<file path="src/roc_pkg.sv">
// roc_pkg: shared constants, codes and types of the rectangle overlap classifier.
// No dependencies; every other file of the block imports it.
package roc_pkg;

    localparam int COORD_BITS_DEF = 12;
    localparam int NUM_STAGES     = 7;

    // Threshold registers
    localparam int             PCT_BITS      = 7;
    localparam logic [6:0]     MATCH_PCT_RST = 7'd65;
    localparam logic [6:0]     ENTER_PCT_RST = 7'd50;
    localparam logic [6:0]     PCT_SCALE     = 7'd100;
    localparam logic [6:0]     HALF_SCALE    = 7'd50;

    // Configuration register indexes
    localparam int   CFG_IDX_BITS = 1;
    localparam logic CFG_MATCH    = 1'b0;
    localparam logic CFG_ENTER    = 1'b1;

    typedef enum logic [1:0] {
        REQ_RELATION = 2'd0,
        REQ_SAME     = 2'd1,
        REQ_ENTER    = 2'd2
    } t_req;

    typedef enum logic [1:0] {
        REL_NONE         = 2'd0,
        REL_SAME         = 2'd1,
        REL_FIRST_HOLDS  = 2'd2,
        REL_SECOND_HOLDS = 2'd3
    } t_rel;

    localparam logic [1:0] TEST_FALSE = 2'd0;
    localparam logic [1:0] TEST_TRUE  = 2'd1;

endpackage

</file>
<file path="src/roc_area.sv">
// roc_area: pipeline stages 3 and 4, intersection and rectangle areas, threshold scaling.
// Depends on roc_pkg.
module roc_area
    import roc_pkg::*;
#(
    parameter int COORD_BITS = COORD_BITS_DEF
) (
    input  logic                      i_clk,
    input  logic [1:0]                i_adv,
    input  logic [PCT_BITS-1:0]       i_match_pct,
    input  logic [PCT_BITS-1:0]       i_enter_pct,
    input  logic [1:0]                i_req,
    input  logic                      i_sep,
    input  logic [COORD_BITS-1:0]     i_ovx,
    input  logic [COORD_BITS-1:0]     i_ovy,
    input  logic [COORD_BITS-1:0]     i_w1,
    input  logic [COORD_BITS-1:0]     i_h1,
    input  logic [COORD_BITS-1:0]     i_w2,
    input  logic [COORD_BITS-1:0]     i_h2,
    output logic [1:0]                o_req,
    output logic                      o_sep,
    output logic                      o_v1,
    output logic                      o_v2,
    output logic [2*COORD_BITS+6:0]   o_i100,
    output logic [2*COORD_BITS+5:0]   o_i50,
    output logic [2*COORD_BITS:0]     o_sum,
    output logic [2*COORD_BITS-1:0]   o_a2,
    output logic [2*COORD_BITS+6:0]   o_ma1,
    output logic [2*COORD_BITS+6:0]   o_ma2,
    output logic [2*COORD_BITS+6:0]   o_ea1,
    output logic [2*COORD_BITS+6:0]   o_ea2
);
    localparam int A  = 2 * COORD_BITS;   // area width
    localparam int SW = A + PCT_BITS;     // scaled area width

    // stage 3
    logic [1:0]   r3_req;
    logic         r3_sep;
    logic [A-1:0] r3_inter, r3_a1, r3_a2;

    // stage 4
    logic [1:0]    r4_req;
    logic          r4_sep, r4_v1, r4_v2;
    logic [SW-1:0] r4_i100, r4_ma1, r4_ma2, r4_ea1, r4_ea2;
    logic [A+5:0]  r4_i50;
    logic [A:0]    r4_sum;
    logic [A-1:0]  r4_a2;

    always_ff @(posedge i_clk) begin
        if (i_adv[0]) begin
            r3_req   <= i_req;
            r3_sep   <= i_sep;
            r3_inter <= A'(i_ovx) * A'(i_ovy);
            r3_a1    <= A'(i_w1) * A'(i_h1);
            r3_a2    <= A'(i_w2) * A'(i_h2);
        end
    end

    always_ff @(posedge i_clk) begin
        if (i_adv[1]) begin
            r4_req  <= r3_req;
            r4_sep  <= r3_sep;
            r4_v1   <= (r3_a1 != '0);
            r4_v2   <= (r3_a2 != '0);
            r4_i100 <= SW'(r3_inter) * SW'(PCT_SCALE);
            r4_i50  <= (A+6)'(r3_inter) * (A+6)'(HALF_SCALE);
            r4_sum  <= {1'b0, r3_a1} + {1'b0, r3_a2};
            r4_a2   <= r3_a2;
            r4_ma1  <= SW'(r3_a1) * SW'(i_match_pct);
            r4_ma2  <= SW'(r3_a2) * SW'(i_match_pct);
            r4_ea1  <= SW'(r3_a1) * SW'(i_enter_pct);
            r4_ea2  <= SW'(r3_a2) * SW'(i_enter_pct);
        end
    end

    assign o_req  = r4_req;
    assign o_sep  = r4_sep;
    assign o_v1   = r4_v1;
    assign o_v2   = r4_v2;
    assign o_i100 = r4_i100;
    assign o_i50  = r4_i50;
    assign o_sum  = r4_sum;
    assign o_a2   = r4_a2;
    assign o_ma1  = r4_ma1;
    assign o_ma2  = r4_ma2;
    assign o_ea1  = r4_ea1;
    assign o_ea2  = r4_ea2;

endmodule

</file>
<file path="config.mk">
export PLATFORM = sky130hd
export DESIGN_NAME = roc_area
export DESIGN_NICKNAME = d
export VERILOG_FILES = /design/src/roc_pkg.sv /design/src/roc_area.sv
export SDC_FILE = /design/constraint.sdc
export NUM_CORES = 2
export LEC_CHECK = 0
export ABC_CLOCK_PERIOD_IN_PS = 6800
export BUFFER_PORTS_ARGS = -buffer_cell sky130_fd_sc_hd__buf_2
export CORE_ASPECT_RATIO = 0.9
export CORE_MARGIN = 3
export CORE_UTILIZATION = 50
export CTS_CLUSTER_DIAMETER = 150
export CTS_CLUSTER_SIZE = 28
export DETAILED_ROUTE_END_ITERATION = 10
export PLACE_DENSITY = 0.68
export SYNTH_ARGS = -nofsm -noshare
export SYNTH_HDL_FRONTEND = slang
export SYNTH_SLANG_ARGS = --single-unit
</file>
<file path="constraint.sdc">
create_clock -name i_clk -period 6.8 [get_ports i_clk]
set_input_delay 0.68 -clock i_clk [delete_from_list [all_inputs] [get_ports i_clk]]
set_output_delay 0.68 -clock i_clk [all_outputs]
set_load 0.005 [all_outputs]
</file>
Word-level counts from Yosys, hierarchy flattened
Index checks and enable logic that the tools add are counted.

Input port bits: 92. Bits in registers: 311. Output and inout port bits: 239. Logic and storage cells: 29.

Add/sub/neg operators: 1. Reductions and logical operators: 2. $mul: 9.

Operator list (count): $mul 24x7->31 (4); $mul 12x12->24 (3); $mul 24x5->29 const B (2); $reduce_bool 24->1 (2); $add 24x24->25 (1).

Logic depth before layout (Yosys ltp)
Word-level depth: 1. Gate-level depth with buffers: 21. Mapped depth without buffers: 20.

Worst setup path after synthesis
OpenSTA, ideal clock, no wires.

Path type: input port to flip-flop. Start: input port i_h2[3]. End: register r3_a2[23], data pin. Data required time: 6.664 ns. Path slack: 1.107 ns. Library setup time: 0.136 ns. Path buffers: 1. Data arrival time: 5.557 ns. Stages: 19. Path through: clkbuf_1 > nand2_1 > fa_1 > fa_1 > fa_1 > inv_1 > fa_1 > inv_1 > fa_1 > inv_1 > ha_1 > a2111oi_0 > o21ai_0 > a21oi_1 > o31ai_1 > a21oi_1 > o31ai_1 > or4_1 > nand3_1.

Word-level cells in the longest chain between the ends: 1.

Ends and longest elaborated chain: start: declaration (RTL line roc_area.sv:19) `input logic [COORD_BITS-1:0] i_h2,`; $mul 12x12->24 (RTL line roc_area.sv:55) `r3_a2 <= A'(i_w2) * A'(i_h2);`; end signal: assignment (RTL line roc_area.sv:55); end: declaration (RTL line roc_area.sv:39) `logic [A-1:0] r3_inter, r3_a1, r3_a2;`.

No other way between the ends. A chain may end at the register's enable or synchronous reset.

Worst setup path in the final report
Start: register r3_a2[6]. End: register r4_ma2[30], in the netlist o_ma2[30], data pin.

Word-level cells in the longest chain between the ends: 1.

Ends and longest elaborated chain: $mul 24x7->31 (RTL line roc_area.sv:70) `r4_ma2 <= SW'(r3_a2) * SW'(i_match_pct);`; end signal: assignment (RTL line roc_area.sv:70); end: declaration (RTL line roc_area.sv:44) `logic [SW-1:0] r4_i100, r4_ma1, r4_ma2, r4_ea1, r4_ea2;`.

No other way between the ends.

==> flow_summary.json <==
{
  "insertion_delay_ns": 0.57,
  "die-area_mm2": 0.0985,
  "remaining_drc_errors": 0,
  "seq_area_mm2": 0.00847,
  "rr_worst_depth": 16,
  "finClkSkew_ns": 0.0569,
  "totalWireLength_um": 116000,
  "post_drt_via_cell_ratio": 5.32,
  "setup.worst_path.start": "r3_a2[6]",
  "rsz0062_at_grt": "false",
  "drt_iter0_drc": 2221,
  "cts_sinks": 282,
  "fillers": 8547,
  "async_flop_share_pct": 0,
  "fp.dieW_um": 331,
  "via_count": 33900,
  "yosysSeqAreaShare_pct": 17.9,
  "grt_max_degree": 111,
  "io_buffers": 327,
  "root_buffer": "clkbuf_16",
  "max_cap_violations": 0,
  "fin_crit_sh_pct": 85.9,
  "worst_ep_required_time_ns": 7.11,
  "multi_input_area_mm2": 0.0343,
  "r2r_start": "r3_a2[6]",
  "fmax_mhz": 171,
  "synthFlopType": "edfxtp_1",
  "arrival_ns": 6.15,
  "critPathCaptureType": "register",
  "cts_tree": "built",
  "synth_area_mm2": 0.0474,
  "grt_usage_pct": 24.2,
  "worstPathMaxFanout": 17,
  "post-cts-setup-buffers": 0,
  "start_util_pct": 50.7,
  "yosysWarnings": 0,
  "hold_path.class": "primary input to register",
  "fin_crit_ns": 5.84,
  "grt-ovfl-total": 0,
  "synth_edf_count": 282,
  "nets": 6450,
  "tightestPinTransition_ns": 1.09,
  "antenna_found_initial": 7,
  "final_hold_viol_count": 0,
  "wire_per_inst_um": 18.3,
  "hpwl_um": 91800,
  "r2r_end": "o_ma2[30]",
  "slew_violations": 0,
  "cts-resized-gates": 0,
  "slew_headroom_pct": 27.4,
  "slowest_stage": "edfxtp_1",
  "pin_count": 331,
  "clk_pin_slew_ns": 0.12,
  "synth_cell_type_count": 80,
  "drive_gt1_share_pct": 8.22,
  "firstDrtPassIters": 6,
  "crit_chain": "and2_1 > fa_1 > fa_1 > fa_1 > inv_1 > fa_1 > inv_1 > ha_1 > o211ai_1 > nor3_1 > a211oi_1 > o31ai_2 > o21ai_0 > o21ai_0 > o221ai_1 > xnor2_1",
  "place.gp.congestion": 0.895,
  "areaGrowthSynthToFinish_pct": 6.19,
  "setup.worst_path.class": "register to register",
  "syn_area_per_cell_um2": 9.53,
  "status": "finished clean",
  "final_core_util_pct": 53.8,
  "ant_nets": 0,
  "rows": 106,
  "crit_top_cell": "fa_1",
  "grt_pass1_wl_um": 190000,
  "worstSetupStartpointType": "register",
  "htree_levels": 1,
  "fin_setup_tns_ns": 0,
  "synth-seq-cells": 282,
  "finalSetupViolCount": 0,
  "first_global_vias": 35300,
  "crit_end": "o_ma2[30]",
  "pre_cts_ws_ns": 0.661,
  "die_h_um": 298,
  "syn_inst": 4975,
  "numCtsBuffers": 15,
  "cts_hold_buf": 0,
  "cpPeakStageDelay_ns": 1.08,
  "coreArea_mm2": 0.0935,
  "reg2reg_slack_ns": 0.96,
  "clock_path_buffers": 3,
  "fin_ws_ns": 0.961
}
-- worst max-delay path, delay by kind of cell, from the launching register on --
kind,cells,cell delay (ns)
AOI/OAI and AO/OA,6,1.38
xor gates and xnor gates,1,0.16
adders and majority gates,5,2.32
buffers and inverters,2,0.09
DFF,1,1.08
and+or+nand+nor,2,0.52
-- logic make-up after synthesis --
kind of cell / after synthesis / share of synthesized area, %
other: 1 / 0.00791
AO/OA/AOI/OAI: 555 / 7.65
flip-flops: 282 / 17.9
buffers and inverters: 1202 / 9.81
XOR/XNOR: 198 / 3.66
adder cells (fa/ha/maj): 1238 / 44.7
multiplexers: 3 / 0.0634
AND/OR/NAND/NOR: 1496 / 16.3
-- worst min path at each step --
stage	slack [ns]	startpoint	cells after the start	endpoint
after global placement	0.40	r3_req[0]	0	o_req[0]
after detailed placement	0.41	r3_req[0]	0	o_req[0]
final	0.31	i_req[1]	1	r3_req[1]
after CTS	0.26	i_req[1]	1	r3_req[1]
after floorplan	0.40	r3_req[0]	0	o_req[0]
after global routing	0.29	i_req[1]	1	r3_req[1]
-- metrics by stage --
stage          instances  hold WS, ns  area (um2)
6_report            6369        0.305       50300
5_1_grt             6365        0.287       50300
2_1_floorplan       4977        0.400       47400
3_3_place_gp        6345        0.401       49900
4_1_cts             6365        0.264       50300
3_5_place_dp        6345        0.407       49900
-- registers in the layout (all words and copies together), names as in the netlist, 2 cells and up --
register	flops
o_sum	25
o_ma2	31
o_req	2
o_i100	29
o_ea2	31
r3_a1	24
r3_a2	24
r3_req	2
r3_inter	24
o_ma1	31
o_ea1	31
o_a2	24
-- per-layer routing --
metal | GRT usage (%) | vias up | part of all wire, %
met2 | 39.0 | 1047 | 46
met4 | 4.70 | 2 | 2.0
met5 | 0 | - | 0.0069
met1 | 35.2 | 16900 | 45
met3 | 3.13 | 124 | 6.9
li1 | - | 15800 | -
-- final cells by class --
| cell class | count | share of cell area, % |
|---|---|---|
| Timing Repair Buffer | 365 | 3.87 |
| Sequential cell | 282 | 16.8 |
| Antenna cell | 4 | 0.0199 |
| Tap cell | 1242 | 3.09 |
| Clock buffer | 15 | 0.746 |
| Multi-Input combinational cell | 3493 | 68.1 |
| Clock inverter | 5 | 0.139 |
| Inverter | 963 | 7.18 |
-- cells in the mapped netlist, drive strengths merged (4+ instances only) --
cell type	number	area, um2
a2111oi	6	65.1
a211o	6	52.6
a211oi	23	183
a21o	89	671
a21oi	170	870
a221o	4	40.0
a311oi	6	58.8
a31o	6	52.6
a31oi	17	121
and2	647	4050
and3	20	126
and4	5	43.8
buf	38	272
clkbuf	200	751
edfxtp	282	8470
fa	756	15100
ha	482	6030
inv	963	3610
nand2	553	2080
nand2b	16	100
nand3	43	215
nand3b	5	37.5
nand4	18	113
nor2	92	353
nor2b	19	119
nor3	28	140
nor3b	5	37.5
nor4	18	113
o2111ai	5	43.8
o211ai	16	120
o21a	23	173
o21ai	113	581
o21bai	29	218
o221ai	4	35.0
o31ai	9	77.6
or2	8	50.1
or3	9	56.3
xnor2	133	1160
xor2	65	569
-- cell usage in the layout, fill, tap and decap left out, types with 96 or more instances in the layout --
cell type	n
edfxtp_1	282
inv_1	963
nand2_1	553
fa_1	756
buf_2	325
a21oi_1	167
o21ai_0	96
and2_1	646
xnor2_1	133
ha_1	482
Power is left out: the tool's default activity adds up to more than one toggle a clock period on the data nets, which glitch-free logic cannot reach.
