### src/roc_pkg.sv
// roc_pkg: shared constants, codes and types of the rectangle overlap classifier.
// No dependencies; every other file of the block imports it.
package roc_pkg;

    localparam int COORD_BITS_DEF = 12;
    localparam int NUM_STAGES     = 7;

    // Threshold registers
    localparam int             PCT_BITS      = 7;
    localparam logic [6:0]     MATCH_PCT_RST = 7'd65;
    localparam logic [6:0]     ENTER_PCT_RST = 7'd50;
    localparam logic [6:0]     PCT_SCALE     = 7'd100;
    localparam logic [6:0]     HALF_SCALE    = 7'd50;

    // Configuration register indexes
    localparam int   CFG_IDX_BITS = 1;
    localparam logic CFG_MATCH    = 1'b0;
    localparam logic CFG_ENTER    = 1'b1;

    typedef enum logic [1:0] {
        REQ_RELATION = 2'd0,
        REQ_SAME     = 2'd1,
        REQ_ENTER    = 2'd2
    } t_req;

    typedef enum logic [1:0] {
        REL_NONE         = 2'd0,
        REL_SAME         = 2'd1,
        REL_FIRST_HOLDS  = 2'd2,
        REL_SECOND_HOLDS = 2'd3
    } t_rel;

    localparam logic [1:0] TEST_FALSE = 2'd0;
    localparam logic [1:0] TEST_TRUE  = 2'd1;

endpackage

### src/roc_ratio.sv
// roc_ratio: pipeline stages 5 to 7, ratio compares, split wide products, final code.
// Depends on roc_pkg.
module roc_ratio
    import roc_pkg::*;
#(
    parameter int COORD_BITS = COORD_BITS_DEF
) (
    input  logic                      i_clk,
    input  logic [2:0]                i_adv,
    input  logic [1:0]                i_req,
    input  logic                      i_sep,
    input  logic                      i_v1,
    input  logic                      i_v2,
    input  logic [2*COORD_BITS+6:0]   i_i100,
    input  logic [2*COORD_BITS+5:0]   i_i50,
    input  logic [2*COORD_BITS:0]     i_sum,
    input  logic [2*COORD_BITS-1:0]   i_a2,
    input  logic [2*COORD_BITS+6:0]   i_ma1,
    input  logic [2*COORD_BITS+6:0]   i_ma2,
    input  logic [2*COORD_BITS+6:0]   i_ea1,
    input  logic [2*COORD_BITS+6:0]   i_ea2,
    output logic [1:0]                o_relation_code
);
    localparam int C  = COORD_BITS;
    localparam int PL = 3 * C + 6;   // i50 * low half of sum
    localparam int PH = 3 * C + 7;   // other partial products
    localparam int PW = 4 * C + 7;   // full cross products

    // stage 5
    logic [1:0]    r5_req;
    logic          r5_sep, r5_v1, r5_v2;
    logic          r5_p1m, r5_p2m, r5_p1e, r5_p2e;
    logic [PL-1:0] r5_l_lo;
    logic [PH-1:0] r5_l_hi, r5_r_lo, r5_r_hi;

    // stage 6
    logic          r6_same;
    logic [1:0]    r6_code;
    logic [PW-1:0] r6_l, r6_r;

    // stage 7
    logic [1:0]    r7_code;

    logic          w_n1, w_n2;
    logic [1:0]    n_code;

    // 50*i*(a1+a2) against mt*a1*a2, each product split on a C-bit boundary
    always_ff @(posedge i_clk) begin
        if (i_adv[0]) begin
            r5_req  <= i_req;
            r5_sep  <= i_sep;
            r5_v1   <= i_v1;
            r5_v2   <= i_v2;
            r5_p1m  <= i_i100 > i_ma1;
            r5_p2m  <= i_i100 > i_ma2;
            r5_p1e  <= i_i100 > i_ea1;
            r5_p2e  <= i_i100 > i_ea2;
            r5_l_lo <= PL'(i_i50) * PL'(i_sum[C-1:0]);
            r5_l_hi <= PH'(i_i50) * PH'(i_sum[2*C:C]);
            r5_r_lo <= PH'(i_ma1) * PH'(i_a2[C-1:0]);
            r5_r_hi <= PH'(i_ma1) * PH'(i_a2[2*C-1:C]);
        end
    end

    always_comb begin
        w_n1   = r5_v1 && !r5_p1m;
        w_n2   = r5_v2 && !r5_p2m;
        n_code = REL_NONE;
        if (!r5_sep) begin
            unique case (r5_req)
                REQ_RELATION: begin
                    priority if (r5_v1 && r5_p1m && r5_v2 && r5_p2m) begin
                        n_code = REL_SAME;
                    end else if (w_n1 && r5_v2 && r5_p2m) begin
                        n_code = REL_FIRST_HOLDS;
                    end else if (r5_v1 && r5_p1m && w_n2) begin
                        n_code = REL_SECOND_HOLDS;
                    end else begin
                        n_code = REL_NONE;
                    end
                end
                REQ_SAME: begin
                    n_code = TEST_FALSE;   // settled after the wide compare
                end
                REQ_ENTER: begin
                    n_code = ((r5_v1 && r5_p1e) || (r5_v2 && r5_p2e)) ? TEST_TRUE : TEST_FALSE;
                end
                default: begin
                    n_code = TEST_FALSE;
                end
            endcase
        end
    end

    always_ff @(posedge i_clk) begin
        if (i_adv[1]) begin
            r6_same <= (r5_req == REQ_SAME) && !r5_sep && r5_v1 && r5_v2;
            r6_code <= n_code;
            r6_l    <= PW'(r5_l_lo) + {r5_l_hi, C'(0)};
            r6_r    <= PW'(r5_r_lo) + {r5_r_hi, C'(0)};
        end
    end

    always_ff @(posedge i_clk) begin
        if (i_adv[2]) begin
            r7_code <= r6_same ? ((r6_l > r6_r) ? TEST_TRUE : TEST_FALSE) : r6_code;
        end
    end

    assign o_relation_code = r7_code;

endmodule
### config.mk
export PLATFORM = sky130hd
export DESIGN_NAME = roc_ratio
export DESIGN_NICKNAME = d
export VERILOG_FILES = /design/src/roc_pkg.sv /design/src/roc_ratio.sv
export SDC_FILE = /design/constraint.sdc
export NUM_CORES = 2
export LEC_CHECK = 0
export BUFFER_PORTS_ARGS = -buffer_cell sky130_fd_sc_hd__buf_2
export CAP_MARGIN = 10
export CELL_PAD_IN_SITES_DETAIL_PLACEMENT = 1
export CELL_PAD_IN_SITES_GLOBAL_PLACEMENT = 1
export CORE_AREA = 2 2 423 299
export CTS_CLUSTER_DIAMETER = 200
export DETAILED_ROUTE_END_ITERATION = 8
export DIE_AREA = 0 0 425 301
export MAX_ROUTING_LAYER = met4
export PLACE_DENSITY_LB_ADDON = 0.25
export SETUP_SLACK_MARGIN = 0.1
export SLEW_MARGIN = 20
export SYNTH_ARGS = -nofsm -noshare
export SYNTH_HDL_FRONTEND = slang
export SYNTH_SLANG_ARGS = --single-unit
### constraint.sdc
create_clock -name i_clk -period 7.9 [get_ports i_clk]
set_input_delay 0 -clock i_clk [delete_from_list [all_inputs] [get_ports i_clk]]
set_output_delay 0 -clock i_clk [all_outputs]
set_load 0.01 [all_outputs]
# Yosys cells after proc, flatten, opt, wreduce, memory -nomap -nowiden
# Cells that the tools add are included.
# W data, S select, Z words.
word_totals:
  ff_bits: 295
  in_bits: 243
  out_inout_bits: 2
  elab_cells: 55
op_classes:
  n_addsub: 2
  mul: 4
  n_lt_le_gt_ge: 5
  n_eq_ne: 2
  muxes: 7
  n_reduce_logical: 18
op_table:
  columns: ["operator", "n"]
  rows:
  - ["$gt A31 B31 Y1", 4]
  - ["$mul A31 B12 Y43", 2]
  - ["$add A42 B55 Y55", 1]
  - ["$add A43 B55 Y55", 1]
  - ["$gt A55 B55 Y1", 1]
  - ["$mul A30 B13 Y43", 1]
  - ["$mul A30 B12 Y42", 1]
  - ["$logic_and A1 B1 Y1", 13]
  - ["$mux W2", 4]
  - ["$pmux W2 S2", 1]
  - ["$logic_not A1 Y1", 3]
  - ["$eq A2 B1 Y1 const B", 1]
  - ["$eq A2 B2 Y1 const B", 1]
  - ["$logic_not A2 Y1", 1]
  - ["$mux W1", 2]
  - ["$logic_or A1 B1 Y1", 1]

# Depth between registers and ports, before layout
logic_depth:
  depth_word: 7
  mapped_depth: 24
  ltp_nobuf: 22

# Least setup slack after synthesis
# No wires, ideal clock.
synth_path:
  path_type: "input to register"
  start: "in i_ma1[9]"
  end: "reg r5_r_hi[41] (data pin)"
  setup_time_ps: 264
  arrival_time_ps: 5496
  required_time_ps: 7636
  path_slack_ps: 2141
  path_stages: 21
  path_buffers: 1
  cell_sequence: "clkbuf_1 -> nand2_1 -> fa_1 -> fa_1 -> inv_1 -> fa_1 -> fa_1 -> inv_1 -> fa_1 -> inv_1 -> ha_1 -> nand3_2 -> or4_4 -> nand3b_4 -> a31oi_4 -> or4_4 -> nand2_4 -> a31oi_4 -> o41a_1 -> a31oi_1 -> xor2_1"
synth_between:
  elab_chain_len: 1
synth_lines:
  columns: ["item", "line", "source"]
  rows:
  - ["start, declared", "roc_ratio.sv:18", "input logic [2*COORD_BITS+6:0] i_ma1,"]
  - ["$mul A31 B12 Y43", "roc_ratio.sv:61", "r5_r_hi <= PH'(i_ma1) * PH'(i_a2[2*C-1:C]);"]
  - ["end signal, assigned", "roc_ratio.sv:61", null]
  - ["end, declared", "roc_ratio.sv:34", "logic [PH-1:0] r5_l_hi, r5_r_lo, r5_r_hi;"]
# Every way passes these cells.
# A chain may end at the register's enable or synchronous reset.

# Worst setup path in the final report
layout_path:
  start: "in i_sum[6]"
  end: "reg r5_l_lo[39] (data pin)"
layout_between:
  elab_chain_len: 1
layout_lines:
  columns: ["item", "line", "source"]
  rows:
  - ["start, declared", "roc_ratio.sv:16", "input logic [2*COORD_BITS:0] i_sum,"]
  - ["$mul A30 B12 Y42", "roc_ratio.sv:58", "r5_l_lo <= PL'(i_i50) * PL'(i_sum[C-1:0]);"]
  - ["end signal, assigned", "roc_ratio.sv:58", null]
  - ["end, declared", "roc_ratio.sv:33", "logic [PL-1:0] r5_l_lo;"]
# Every way passes these cells.

==> impl_metrics.csv <==
group,metric,value,unit
floorplanning,ios,245,
final_layout,multiInputGateArea,46900,sq um
sta,slew-limit-headroom,0.300,
min_path,min_path_type,"in -> reg",
sta,clock.fmax,154,MHz
drt,ant_nets,0,
drt,wl_per_cell,22.6,um
yosys,yosysTopAreaCell,"fa_1",
final_layout,stdcell_count,8557,
place,dp.cells,8500,
floorplanning,core,124000,sq um
yosys,synth_xor_area_frac,0.0319,
final_layout,nets,8869,
critical_path,path_cells,"buf_2 > nand2_1 > fa_1 > fa_1 > fa_1 > inv_1 > fa_1 > inv_1 > fa_1 > inv_1 > ha_1 > a211oi_1 > o211ai_1 > a311oi_1 > nor2_1 > a31oi_1 > o21ai_0 > o311a_1 > a311o_1 > a21oi_1 > xnor2_1",
clock_tree,clock_sinks,295,
yosys,synth_edf_count,295,
drt,drt-initial-drc-count,3832,
critical_path,critPathCaptureType,"flop",
place,routabilityCongestion,0.937,
drt,vias,48211,
yosys,syn_inst,6893,
sta,finalSetupViolCount,0,
place,post_dp_cell_area,65000,sq um
grt,antenna_found_initial,13,
yosys,synth_ff_type,"edfxtp_1",
sta,timing.final.hold_violations,0,
grt,grt_pass1_wl,307,mm
critical_path,slowest_stage,"buf_2",
yosys,synth_nets,8876,
critical_path,worst_path_largest_cell_delay,0.61,ns
yosys,ys_async_sr_fraction,0,
critical_path,critPathMostFrequentCell,"fa_1",
critical_path,crit_family,"adder cells",
grt,grt_pass1_vias,53960,
yosys,netlist_area,62700,sq um
yosys,synthMuxAreaShare,0,
drt,routed_wl,194,mm
yosys,synthSimpleGateAreaFrac,0.153,
clock_tree,root_buffer,"clkbuf_16",
floorplanning,initial_utilization,0.507,
yosys,synthAdderAreaFrac,0.487,
sta,setup-tns-final,0,ns
place,portBuffers,244,
sta,worst_pin_slew,1.05,ns
critical_path,worstPathRequired,8.23,ns
clock_tree,cts_buffers,25,
yosys,synth-seq-cells,295,
sta,rsz0062_at_grt,"false",
clock_tree,cts_setup_buffers,0,
critical_path,worstSetupStartpointType,"input port",
grt,grt_max_degree,75,
yosys,synth_top_cell_area_share,0.374,
yosys,synth_cell_types,68,
grt,grt_use_total,0.319,
final_layout,regArea,8860,sq um
yosys,ys_top_cells_by_count,"1531 x inv_1, 1170 x fa_1, 1153 x nand2_1",
clock_tree,ctsLongestPathBuffers,3,
sta,drv_slew,0,
floorplanning,die_height,301,um
critical_path,criticalPathCategory,"in -> reg",
place,hpwl,155,mm
yosys,syn_area_per_cell,9.09,sq um
floorplanning,rows,108,
critical_path,worstPathArrival,6.84,ns
critical_path,crit_buf_inv,4,
yosys,ys_warn_count,0,
final_layout,drive_gt1_frac,0.0462,
critical_path,crit_fanout,30,
floorplanning,die_area,128000,sq um
flow_run,max_cap_violations,0,
yosys,yosysMostFrequentCell,"inv_1",
final_layout,fin_area,65900,sq um
grt,grt_overflow,0,
yosys,yosysSeqAreaShare,0.141,
final_layout,synthToLayoutAreaGrowth,5.07,%
sta,fin_crit_sh,0.824,
status,outcome,"finished clean",
sta,fin_worst_skew,0.0115,ns
yosys,synth_top_family_by_area,"adder cells",
yosys,ys_top_cells_by_area,"fa_1 37%, edfxtp_1 14%, ha_1 11%",
clock_tree,clk_pin_slew_worst_paths,0.08,ns
yosys,synth_compound_area_frac,0.0766,
sta,period_minus_slack,6.51,ns
final_layout,fillers,14446,
clock_tree,clk_latency,0.58,ns
final_layout,utilization,0.533,
floorplanning,die_w,425,um
drt,via_per_inst,5.63,
clock_tree,ctsHtreeMaxLevel,1,
drt,drc,0,
clock_tree,cts_tree,"done",
drt,dr.pass1.iters,5,
## metal layers
layer | share of wire | up-vias | wire length, um | global-route usage
li1 | - | 21060 | - | -
met4 | 0.012 | 0 | 2360 | 0.0417
met3 | 0.077 | 192 | 14900 | 0.0465
met5 | 0 | - | 0 | -
met2 | 0.46 | 1658 | 88900 | 0.494
met1 | 0.45 | 25301 | 87400 | 0.457
## registers in the layout, indices dropped and copies added (netlist names), 2 cells and up
signal	flops
r5_r_lo	43
r6_l	55
r5_l_lo	42
o_relation_code	2
r5_req	2
r5_r_hi	43
r6_code	2
r6_r	55
r5_l_hi	43
## cells by family after synthesis
group | Yosys count
adder cells (fa/ha/maj) | 1740
XOR/XNOR | 228
AND/OR/NAND/NOR | 2044
buffers and inverters | 1838
flip-flops | 295
AO/OA/AOI/OAI | 748
## layout by cell type (no fill, tap or decap), types with 132 or more instances in the layout
| cell type | netlist | routed |
|---|---|---|
| inv_1 | 1531 | 1531 |
| fa_1 | 1170 | 1170 |
| ha_1 | 570 | 570 |
| buf_2 | 5 | 242 |
| a21oi_1 | 236 | 236 |
| a21o_1 | 168 | 168 |
| and2_1 | 495 | 495 |
| nand2_1 | 1153 | 1153 |
| xnor2_1 | 143 | 143 |
| edfxtp_1 | 295 | 295 |
| nor2_1 | 132 | 132 |
## layout make-up
class / instances / share of cell area
diodes: 5 / 0.000190
repair buffers: 273 / 0.0223
well taps: 1650 / 0.0313
clock buffers: 27 / 0.00961
multi-input cells: 4760 / 0.712
clock inverters: 16 / 0.00230
inverters: 1531 / 0.0873
flip-flops and latches: 295 / 0.135
## what timing repair did
action | 4_1_cts | 5_1_grt
hold buffers | 9 | 0
endpoints found under the hold margin | 113 | 0
resized for setup | 0 | 0
## through the flow
step                worst slack, ns  hold slack, ns
finish                         1.39           0.123
global route                   1.02           0.116
CTS                            1.42           0.102
detailed placement            0.847           0.179
global placement               1.07           0.179
floorplan                      2.14          0.0989
## path summary, 6_finish.rpt
check                    from           to  slack [ns]  cells past startpoint
setup reg to reg  r5_r_lo[12]     r6_r[44]        3.88                     13
hold / removal       i_req[1]    r5_req[1]        0.12                      2
setup / recovery     i_sum[6]  r5_l_lo[39]        1.39                     21
hold reg to reg    r5_l_lo[9]      r6_l[9]        0.43                      0
Power is left out: the tool's default activity adds up to more than one toggle a clock period on the data nets, which glitch-free logic cannot reach.
