$ cat src/roc_pkg.sv
// roc_pkg: shared constants, codes and types of the rectangle overlap classifier.
// No dependencies; every other file of the block imports it.
package roc_pkg;

    localparam int COORD_BITS_DEF = 12;
    localparam int NUM_STAGES     = 7;

    // Threshold registers
    localparam int             PCT_BITS      = 7;
    localparam logic [6:0]     MATCH_PCT_RST = 7'd65;
    localparam logic [6:0]     ENTER_PCT_RST = 7'd50;
    localparam logic [6:0]     PCT_SCALE     = 7'd100;
    localparam logic [6:0]     HALF_SCALE    = 7'd50;

    // Configuration register indexes
    localparam int   CFG_IDX_BITS = 1;
    localparam logic CFG_MATCH    = 1'b0;
    localparam logic CFG_ENTER    = 1'b1;

    typedef enum logic [1:0] {
        REQ_RELATION = 2'd0,
        REQ_SAME     = 2'd1,
        REQ_ENTER    = 2'd2
    } t_req;

    typedef enum logic [1:0] {
        REL_NONE         = 2'd0,
        REL_SAME         = 2'd1,
        REL_FIRST_HOLDS  = 2'd2,
        REL_SECOND_HOLDS = 2'd3
    } t_rel;

    localparam logic [1:0] TEST_FALSE = 2'd0;
    localparam logic [1:0] TEST_TRUE  = 2'd1;

endpackage

$ cat src/roc_geom.sv
// roc_geom: pipeline stages 1 and 2, rectangle ends, separation test, overlap lengths.
// Depends on roc_pkg.
module roc_geom
    import roc_pkg::*;
#(
    parameter int COORD_BITS = COORD_BITS_DEF
) (
    input  logic                  i_clk,
    input  logic [1:0]            i_adv,
    input  logic [1:0]            i_req_type,
    input  logic [COORD_BITS-1:0] i_first_x,
    input  logic [COORD_BITS-1:0] i_first_y,
    input  logic [COORD_BITS-1:0] i_first_width,
    input  logic [COORD_BITS-1:0] i_first_height,
    input  logic [COORD_BITS-1:0] i_second_x,
    input  logic [COORD_BITS-1:0] i_second_y,
    input  logic [COORD_BITS-1:0] i_second_width,
    input  logic [COORD_BITS-1:0] i_second_height,
    output logic [1:0]            o_req,
    output logic                  o_sep,
    output logic [COORD_BITS-1:0] o_ovx,
    output logic [COORD_BITS-1:0] o_ovy,
    output logic [COORD_BITS-1:0] o_w1,
    output logic [COORD_BITS-1:0] o_h1,
    output logic [COORD_BITS-1:0] o_w2,
    output logic [COORD_BITS-1:0] o_h2
);
    localparam int C = COORD_BITS;

    // stage 1
    logic [1:0]   r1_req;
    logic [C-1:0] r1_x1, r1_y1, r1_x2, r1_y2;
    logic [C-1:0] r1_w1, r1_h1, r1_w2, r1_h2;
    logic [C:0]   r1_ex1, r1_ey1, r1_ex2, r1_ey2;

    // stage 2
    logic [1:0]   r2_req;
    logic         r2_sep;
    logic [C-1:0] r2_ovx, r2_ovy;
    logic [C-1:0] r2_w1, r2_h1, r2_w2, r2_h2;

    logic         n_sep;
    logic [C-1:0] n_ovx, n_ovy;

    // min(end) - max(start), clipped at zero; never exceeds either size
    function automatic logic [C-1:0] ov_len(input logic [C-1:0] s1, input logic [C-1:0] s2,
                                            input logic [C:0] e1, input logic [C:0] e2);
        logic [C-1:0] lo;
        logic [C:0]   hi;
        logic [C:0]   diff;
        lo   = (s1 > s2) ? s1 : s2;
        hi   = (e1 < e2) ? e1 : e2;
        diff = hi - {1'b0, lo};
        return (hi > {1'b0, lo}) ? diff[C-1:0] : '0;
    endfunction

    always_ff @(posedge i_clk) begin
        if (i_adv[0]) begin
            r1_req <= i_req_type;
            r1_x1  <= i_first_x;
            r1_y1  <= i_first_y;
            r1_x2  <= i_second_x;
            r1_y2  <= i_second_y;
            r1_w1  <= i_first_width;
            r1_h1  <= i_first_height;
            r1_w2  <= i_second_width;
            r1_h2  <= i_second_height;
            r1_ex1 <= {1'b0, i_first_x} + {1'b0, i_first_width};
            r1_ey1 <= {1'b0, i_first_y} + {1'b0, i_first_height};
            r1_ex2 <= {1'b0, i_second_x} + {1'b0, i_second_width};
            r1_ey2 <= {1'b0, i_second_y} + {1'b0, i_second_height};
        end
    end

    always_comb begin
        n_sep = (r1_ex1 < {1'b0, r1_x2}) || ({1'b0, r1_x1} > r1_ex2) ||
                (r1_ey1 < {1'b0, r1_y2}) || ({1'b0, r1_y1} > r1_ey2);
        n_ovx = ov_len(r1_x1, r1_x2, r1_ex1, r1_ex2);
        n_ovy = ov_len(r1_y1, r1_y2, r1_ey1, r1_ey2);
    end

    always_ff @(posedge i_clk) begin
        if (i_adv[1]) begin
            r2_req <= r1_req;
            r2_sep <= n_sep;
            r2_ovx <= n_ovx;
            r2_ovy <= n_ovy;
            r2_w1  <= r1_w1;
            r2_h1  <= r1_h1;
            r2_w2  <= r1_w2;
            r2_h2  <= r1_h2;
        end
    end

    assign o_req = r2_req;
    assign o_sep = r2_sep;
    assign o_ovx = r2_ovx;
    assign o_ovy = r2_ovy;
    assign o_w1  = r2_w1;
    assign o_h1  = r2_h1;
    assign o_w2  = r2_w2;
    assign o_h2  = r2_h2;

endmodule

$ cat config.mk
export PLATFORM = sky130hd
export DESIGN_NAME = roc_geom
export DESIGN_NICKNAME = d
export VERILOG_FILES = /design/src/roc_pkg.sv /design/src/roc_geom.sv
export SDC_FILE = /design/constraint.sdc
export NUM_CORES = 1
export LEC_CHECK = 0
export ABC_AREA = 1
export ABC_CLOCK_PERIOD_IN_PS = 3300
export BUFFER_PORTS_ARGS = -buffer_cell sky130_fd_sc_hd__buf_2
export CORE_MARGIN = 3
export CORE_UTILIZATION = 50
export CTS_BUF_LIST = sky130_fd_sc_hd__clkbuf_4 sky130_fd_sc_hd__clkbuf_8
export DETAILED_ROUTE_END_ITERATION = 10
export GPL_ROUTABILITY_DRIVEN = 0
export HOLD_SLACK_MARGIN = 0.06
export PLACE_DENSITY = 0.71
export SYNTH_ARGS = -nofsm -noshare
export SYNTH_HDL_FRONTEND = slang
export SYNTH_SLANG_ARGS = --single-unit
$ cat constraint.sdc
create_clock -name i_clk -period 3.3 [get_ports i_clk]
set_input_delay 0.33 -clock i_clk [delete_from_list [all_inputs] [get_ports i_clk]]
set_output_delay 0.33 -clock i_clk [all_outputs]
set_load 0.005 [all_outputs]
### Yosys cells after proc, flatten, opt, wreduce, memory -nomap -nowiden

Cells that the tools add are included.

| operators by class | value |
|---|---|
| add/sub/neg operators | 6 |
| $lt $le $gt $ge | 10 |
| mux-type cells | 4 |
| reduce and logical (&&, ||, !) cells | 3 |

Operators with widths:

| kind | number |
|---|---|
| adder 12 x 12 -> 13 bit | 4 |
| greater-than comparator 12 x 13 -> 1 bit | 2 |
| greater-than comparator 13 x 12 -> 1 bit | 2 |
| < comparator 13 x 12 -> 1 bit | 2 |
| < comparator 13 bit | 2 |
| two-way mux 13 bit | 2 |
| greater-than comparator 12 bit | 2 |
| two-way mux 12 bit | 2 |
| subtractor 12 bit | 2 |
| logical OR 1 bit | 3 |

| storage, ports and cells | value |
|---|---|
| register bits after elaboration | 225 |
| input bits | 101 |
| output and inout port bits | 75 |

### Logic depth before layout (Yosys ltp)

Gate-level depths: netlist (run 1).

| depth | value |
|---|---|
| word-level depth | 4 |
| mapped depth | 24 |
| gate-level depth less buffers | 23 |

### Least setup slack after synthesis (run 1)

No wires, ideal clock.

| timing path | value |
|---|---|
| path type | reg-to-reg |
| start | reg r1_y1[11] |
| end | reg r2_ovy[6] (netlist: o_ovy[6]), data pin |
| setup time | 0.140 ns |
| data arrival time | 2.736 ns |
| data required time | 3.160 ns |
| setup slack | 0.423 ns |
| stages on the path, launching flop included | 16 |
| buffers on the path | 1 |
| clock period less this slack | 2.877 ns |
| cells stage by stage | edfxtp_1 ha_1 nand2_1 nor3_1 nand4_1 nand2_1 buf_2 o21ai_1 ha_1 fa_1 nor2_1 nor2_1 o21ai_1 xor2_1 inv_1 a21oi_2 |

| on the way | value |
|---|---|
| longest elaborated chain between the ends | 3 |
| elaborated cells on any way between the ends | 4 |
| classes of those cells | 1 x add/sub; 2 x order compare; 1 x mux |

RTL lines:

| item | RTL line | text |
|---|---|---|
| from (decl) | roc_geom.sv:32 | `logic [C-1:0] r1_x1, r1_y1, r1_x2, r1_y2;` |
| from (signal assigned) | roc_geom.sv:61 | `r1_y1 <= i_first_y;` |
| greater-than comparator 12 bit | roc_geom.sv:51 | `lo = (s1 > s2) ? s1 : s2;` |
| two-way mux 12 bit * | roc_geom.sv:51 |  |
| subtractor 12 bit or greater-than comparator 13 x 12 -> 1 bit (tied branches) | roc_geom.sv:53, roc_geom.sv:54 |  |
| to (signal assigned) | roc_geom.sv:87 | `r2_ovy <= n_ovy;` |
| to (decl) | roc_geom.sv:39 | `logic [C-1:0] r2_ovx, r2_ovy;` |

Mark *: on every way between the ends. The rest lies on a longest branch, timed or not.
A chain may end at the register's enable or synchronous reset.

### Worst setup path in the final report (run 1)

| timing path | value |
|---|---|
| start | reg r1_x1[8] |
| end | reg r2_ovx[7] (netlist: o_ovx[7]), data pin |

| on the way | value |
|---|---|
| longest elaborated chain between the ends | 3 |
| elaborated cells on any way between the ends | 4 |
| classes of those cells | 1 x add/sub; 2 x order compare; 1 x mux |

RTL lines:

| item | RTL line | text |
|---|---|---|
| from (decl) | roc_geom.sv:32 |  |
| from (signal assigned) | roc_geom.sv:60 | `r1_x1 <= i_first_x;` |
| greater-than comparator 12 bit | roc_geom.sv:51 |  |
| two-way mux 12 bit * | roc_geom.sv:51 |  |
| subtractor 12 bit or greater-than comparator 13 x 12 -> 1 bit (tied branches) | roc_geom.sv:53, roc_geom.sv:54 |  |
| to (signal assigned) | roc_geom.sv:86 | `r2_ovx <= n_ovx;` |
| to (decl) | roc_geom.sv:39 |  |

Marked as above.

==> results.sh, run 1 <==
export IMPL_start_util_pct=51.0
export IMPL_synth_top_area_share_pct=50.8
export IMPL_grt_usage_pct=23.0
export IMPL_max_freq_ghz=0.299
export IMPL_synth_most_common_cell="nand2_1"
export IMPL_drv_cap=0
export IMPL_crit_chain="ha_1 > nand4_1 > nor3_2 > nand4_1 > nand2_4 > clkbuf_16 > o21ai_2 > ha_1 > nand2_1 > inv_2 > nand2_2 > nand2_2 > nand2_2 > nand3_2 > nand2_2 > nand2_2 > nand2_4 > clkbuf_16 > a21oi_2"
export IMPL_cp_common_cell="nand2_2"
export IMPL_cp_arrival_ps=3620
export IMPL_diodes=0
export IMPL_wl_per_cell_um=16.9
export IMPL_via_per_inst=5.28
export IMPL_setup_ws_ps=-48.7
export IMPL_ys_flop_type="edfxtp_1"
export IMPL_num_io_pins=176
export IMPL_finalNonFillerCells=2040
export IMPL_cts_root_buf="clkbuf_8"
export IMPL_hpwlAfterDp_um=24900
export IMPL_routed_wl_um=34600
export IMPL_post_route_cells_drive_above_1_share_pct=24.0
export IMPL_crit_path_end_kind="flop"
export IMPL_clock_sinks=225
export IMPL_core_area_um2=26100
export IMPL_skew_ps=16.7
export IMPL_post_place_cells=1844
export IMPL_synthArstFlopShare_pct=0
export IMPL_min_path_type="in2reg"
export IMPL_cp_start_kind="flop"
export IMPL_cts_buffer_depth=3
export IMPL_avgSynthCellArea_um2=10.1
export IMPL_drc=0
export IMPL_violations="negative setup slack"
export IMPL_status="finished with violations"
export IMPL_cpMaxStageDelayCell="edfxtp_1"
export IMPL_whs_ps=222
export IMPL_fp_dieArea_um2=28600
export IMPL_finalSetupViolCount=10
export IMPL_fill_cells=1976
export IMPL_ys_warnings_count=0
export IMPL_hold_violations=0
export IMPL_cp_required_ps=3570
export IMPL_first_pass_iters=6
export IMPL_clk_pin_slew_worst_paths_ps=60
export IMPL_seq_area_frac_synth_pct=50.8
export IMPL_p_per_area_nw_per_um2=627
export IMPL_grt_pass1_vias=10300
export IMPL_layout_min_cycle_time_ps=3350
export IMPL_synth_edf_count=225
export IMPL_min_period_over_period_pct=101
export IMPL_synth_distinct_cells=30
export IMPL_placed_area_um2=14800
export IMPL_grt_pass1_wl_um=52700
export IMPL_num_rows=59
export IMPL_ctsHtreeMaxLevel=2
export IMPL_fin_nets=1951
export IMPL_p_total_mw=10.8
export IMPL_synth_top_area_cell="edfxtp_1"
export IMPL_numCtsBuffers=39
export IMPL_rsz0062_at_grt="yes"
export IMPL_vdd_drop_max_mv=0.508
export IMPL_vias=10800
export IMPL_syn_to_final_growth_pct=29.4
export IMPL_finalInstanceArea_um2=17200
export IMPL_grt_start_max_net_pins=60
export IMPL_netlist_area_um2=13300
export IMPL_grt_ovfl_total=0
export IMPL_clock_latency_ps=540
export IMPL_cp_num_buf_inv=3
export IMPL_ys_seq_elements=225
export IMPL_syn_nets=1587
export IMPL_relSlewSlack_pct=59.3
export IMPL_dieWidth_um=169
export IMPL_synthTopCellsByCount="nand2_1, edfxtp_1, inv_1"
export IMPL_synthTopCellsByArea="edfxtp_1, ha_1, nand2_1"
export IMPL_cts_tree="yes"
export IMPL_cpPeakStageDelay_ps=440
export IMPL_first_iter_violations=805
export IMPL_path_class="reg2reg"
export IMPL_antenna_found_initial=0
export IMPL_cp_max_fo=6
export IMPL_slew_viol_final=0
export IMPL_worst_pin_slew_ps=610
export IMPL_leakage_nw=7.89
export IMPL_detail_route_antenna_nets=0
export IMPL_syn_inst=1314
export IMPL_die_height_um=169
export IMPL_critPathTopFamily="simple AND/OR/NAND/NOR gates"
export IMPL_port_buffers=175
[routing by layer]
metal  vias up  part of all wire, %  global-route usage, %
met3        71                  7.4                   3.88
met1      4986                   45                   32.9
met2       434                   45                   36.2
li1       5278                    -                      -
met5         -                    0                      0
met4         0                  2.8                   7.06
[layout by cell type, fill, tap and decap left out, types with 17 or more instances in the layout]
cell type and instances:
dlygate4sd3_1 98, nand2_1 242, nand2_2 28, xor2_1 34
a21oi_2 35, o21ai_0 37, inv_1 160, nand3_1 46
inv_2 17, buf_2 173, a21oi_1 96, nand4_1 22
o21ai_1 21, clkbuf_8 39, edfxtp_1 225, buf_4 48
nor2_1 89, ha_1 157, xnor2_1 21
[through the flow]
step                      TNS [ps]  setup slack (ps)  util, %
after floorplan                  0               423        -
after global placement           0              20.0     56.8
after detailed placement      -155             -18.0     56.8
after CTS                        0              60.4     63.6
after global routing         -1650              -155     66.0
final                         -309             -48.7     66.0
[power breakdown]
part / switching (mW) / internal [mW]
combinational: 2.47 / 1.88
clock: 1.12 / 1.43
sequential: 0.177 / 3.71
total: 3.76 / 7.02
[what timing repair did]
item	CTS	global route
gates resized for setup	5	90
hold buffers	98	0
hold endpoints to repair	98	0
endpoints found under the setup margin	12	24
pin swaps	0	39
cloned	0	8
setup buffers	0	22
[cells by family after synthesis]
logic type	after synthesis	synth area share, %
AND/OR/NAND/NOR	457	14.3
flip-flops	225	50.8
AO/OA/AOI/OAI	215	9.04
buffers and inverters	189	5.65
adder cells (fa/ha/maj)	172	16.5
XOR/XNOR	56	3.69
[final timing paths]
path,start,to,slack [ps],cells past startpoint
setup / recovery,r1_x1[8],o_ovx[7],-50,19
hold / removal,i_adv[1],o_ovx[8],220,1
setup reg to reg,r1_x1[8],o_ovx[7],-50,19
hold reg to reg,r1_h1[5],o_h1[5],410,0
[flip-flops by register name (all words and copies together), names as in the netlist, 13 cells and up]
register  flops
r1_ey2       13
r1_ex2       13
r1_ey1       13
r1_ex1       13
[cell type report]
cell class	instances	area (um2)	area share, %
flip-flops and latches	225	6760	39.3
clock inverters	21	175	1.02
inverters	177	664	3.86
clock buffers	47	597	3.47
multi-input cells	904	6170	35.9
repair buffers	331	2420	14.1
well taps	335	419	2.44
Power figures use the tool's default switching activity.
==> inputs of run 2 (changes only) <==
Settings changed: CORE_MARGIN 3 to 4.
==> run 2 against run 1 <==
The run now ends clean. Clock power down 4%. Combinational power grew 2%. Count of clock-buffer cells in the layout rose by 2. Die area grew 2.4%. Highest routed layer unchanged. Largest power group unchanged. Routed wire length increased by 0.34%. Via count is 0.13% higher. First-iteration DRC count up 4.8%. Maximum frequency is 2.6% higher. Hold slack gained 57 ps. Largest cell class unchanged. Critical endpoint is now o_ovx[6]. Worst setup slack improved by 85 ps. Register-to-register slack better by 90 ps. Global-route usage fell by 0.24 points.
==> results.sh, run 2 (synthesis results as in run 1) <==
export IMPL_clock_latency_ps=550
export IMPL_hpwlAfterDp_um=24700
export IMPL_max_freq_ghz=0.306
export IMPL_status="complete, no violations"
export IMPL_fin_nets=1946
export IMPL_ctsHtreeMaxLevel=2
export IMPL_cpPeakStageDelay_ps=470
export IMPL_via_per_inst=5.30
export IMPL_vias=10800
export IMPL_cts_buffer_depth=3
export IMPL_start_util_pct=50.9
export IMPL_first_pass_iters=5
export IMPL_finalSetupViolCount=0
export IMPL_fp_dieArea_um2=29300
export IMPL_skew_ps=24.5
export IMPL_clk_pin_slew_worst_paths_ps=70
export IMPL_cts_tree="yes"
export IMPL_drv_cap=0
export IMPL_p_per_area_nw_per_um2=625
export IMPL_num_io_pins=176
export IMPL_cp_common_cell="nand2_2"
export IMPL_routed_wl_um=34700
export IMPL_grt_pass1_wl_um=52900
export IMPL_syn_to_final_growth_pct=29.5
export IMPL_rsz0062_at_grt="yes"
export IMPL_cpMaxStageDelayCell="edfxtp_1"
export IMPL_first_iter_violations=844
export IMPL_hold_start="i_adv[0]"
export IMPL_dieWidth_um=171
export IMPL_hold_violations=0
export IMPL_post_route_cells_drive_above_1_share_pct=24.1
export IMPL_leakage_nw=7.88
export IMPL_finalInstanceArea_um2=17200
export IMPL_detail_route_antenna_nets=0
export IMPL_min_period_over_period_pct=98.9
export IMPL_wl_per_cell_um=17.0
export IMPL_cp_max_fo=8
export IMPL_port_buffers=175
export IMPL_grt_start_max_net_pins=76
export IMPL_clock_sinks=225
export IMPL_diodes=0
export IMPL_layout_commonest_cell="nand2_1"
export IMPL_worst_pin_slew_ps=1020
export IMPL_cp_required_ps=3590
export IMPL_reg2reg_setup_slack_ps=40
export IMPL_relSlewSlack_pct=31.8
export IMPL_cts_root_buf="clkbuf_8"
export IMPL_crit_path_end_kind="flop"
export IMPL_cp_start_kind="flop"
export IMPL_core_area_um2=26100
export IMPL_cp_arrival_ps=3550
export IMPL_path_class="reg2reg"
export IMPL_placed_area_um2=14700
export IMPL_vdd_drop_max_mv=0.329
export IMPL_crit_chain="ha_4 > nand4_1 > nor3_2 > nand2_1 > nand3_2 > nand2_2 > buf_6 > nand2_1 > o21ai_1 > ha_1 > a21oi_2 > nand2_2 > nand2_2 > nand3_2 > nand2_2 > nand2_2 > nand2_4 > clkbuf_16 > a21oi_2"
export IMPL_grt_ovfl_total=0
export IMPL_fin_tns_setup_ps=0
export IMPL_final_cell_mix="nand2_1, edfxtp_1, buf_2"
export IMPL_grt_usage_pct=22.8
export IMPL_die_height_um=171
export IMPL_critPathLaunch="r1_x1[11]"
export IMPL_p_total_mw=10.8
export IMPL_antenna_found_initial=0
export IMPL_grt_pass1_vias=10400
export IMPL_numCtsBuffers=39
export IMPL_rr_startpoint="r1_x1[11]"
export IMPL_layout_min_cycle_time_ps=3260
export IMPL_num_rows=59
export IMPL_whs_ps=278
export IMPL_slew_viol_final=0
export IMPL_drc=0
export IMPL_min_path_type="in2reg"
==> run 2: path summary, 6_finish.rpt <==
| kind | to | depth (start not counted) |
|---|---|---|
| min reg2reg | o_w2[10] | 0 |
| max reg2reg | o_ovx[6] | 19 |
| max | o_ovx[6] | 19 |
| min | r1_w2[5] | 1 |
==> run 2: metrics by stage <==
stage / instances / utilization, % / setup WS (ps)
after floorplan: 1314 / - / 423
after global placement: 1838 / 56.4 / -53.0
after detailed placement: 1838 / 56.4 / -109
after CTS: 2004 / 63.1 / 3.10
after global routing: 2035 / 65.9 / -135
final: 2035 / 65.9 / 36.4
==> run 2: per-layer routing <==
layer | global-route usage (%) | vias up | share of wire (%)
met3 | 4.21 | 80 | 7.1
met5 | 0 | - | 0
met2 | 35.7 | 432 | 46
met4 | 6.82 | 0 | 2.9
li1 | - | 5267 | -
met1 | 32.5 | 5004 | 44
==> run 2: cell type report <==
cell class                 instances  area [um2]
clock inverter                    19         128
multi-input combinational        900        6220
tap                              335         419
sequential                       225        6760
fill                            2038        8910
timing repair buffer             330        2410
clock buffer                      49         618
inverter                         177         664
==> run 2: repair_timing <==
| item | 4_1_cts | 5_1_grt |
|---|---|---|
| gates resized for setup | 4 | 102 |
| hold buffers | 98 | 0 |
| cloned | 0 | 5 |
| endpoints found under the setup margin | 10 | 24 |
| pin swaps | 1 | 54 |
| buffers inserted | 0 | 26 |
| endpoints found under the hold margin | 98 | 0 |
==> run 2: critical path, delay by kind of cell (launching register included) <==
family,cells,cell delay [ps]
AND/OR/NAND/NOR,12,1220
buffers and inverters,2,300
AO/OA/AOI/OAI,3,300
adder cells (fa/ha/maj),2,700
flip-flops,1,470
==> run 2: power breakdown <==
part           internal [mW]  total, mW  switching, mW
combinational           1.93       4.43           2.50
clock                   1.32       2.46           1.14
sequential              3.71       3.89          0.175
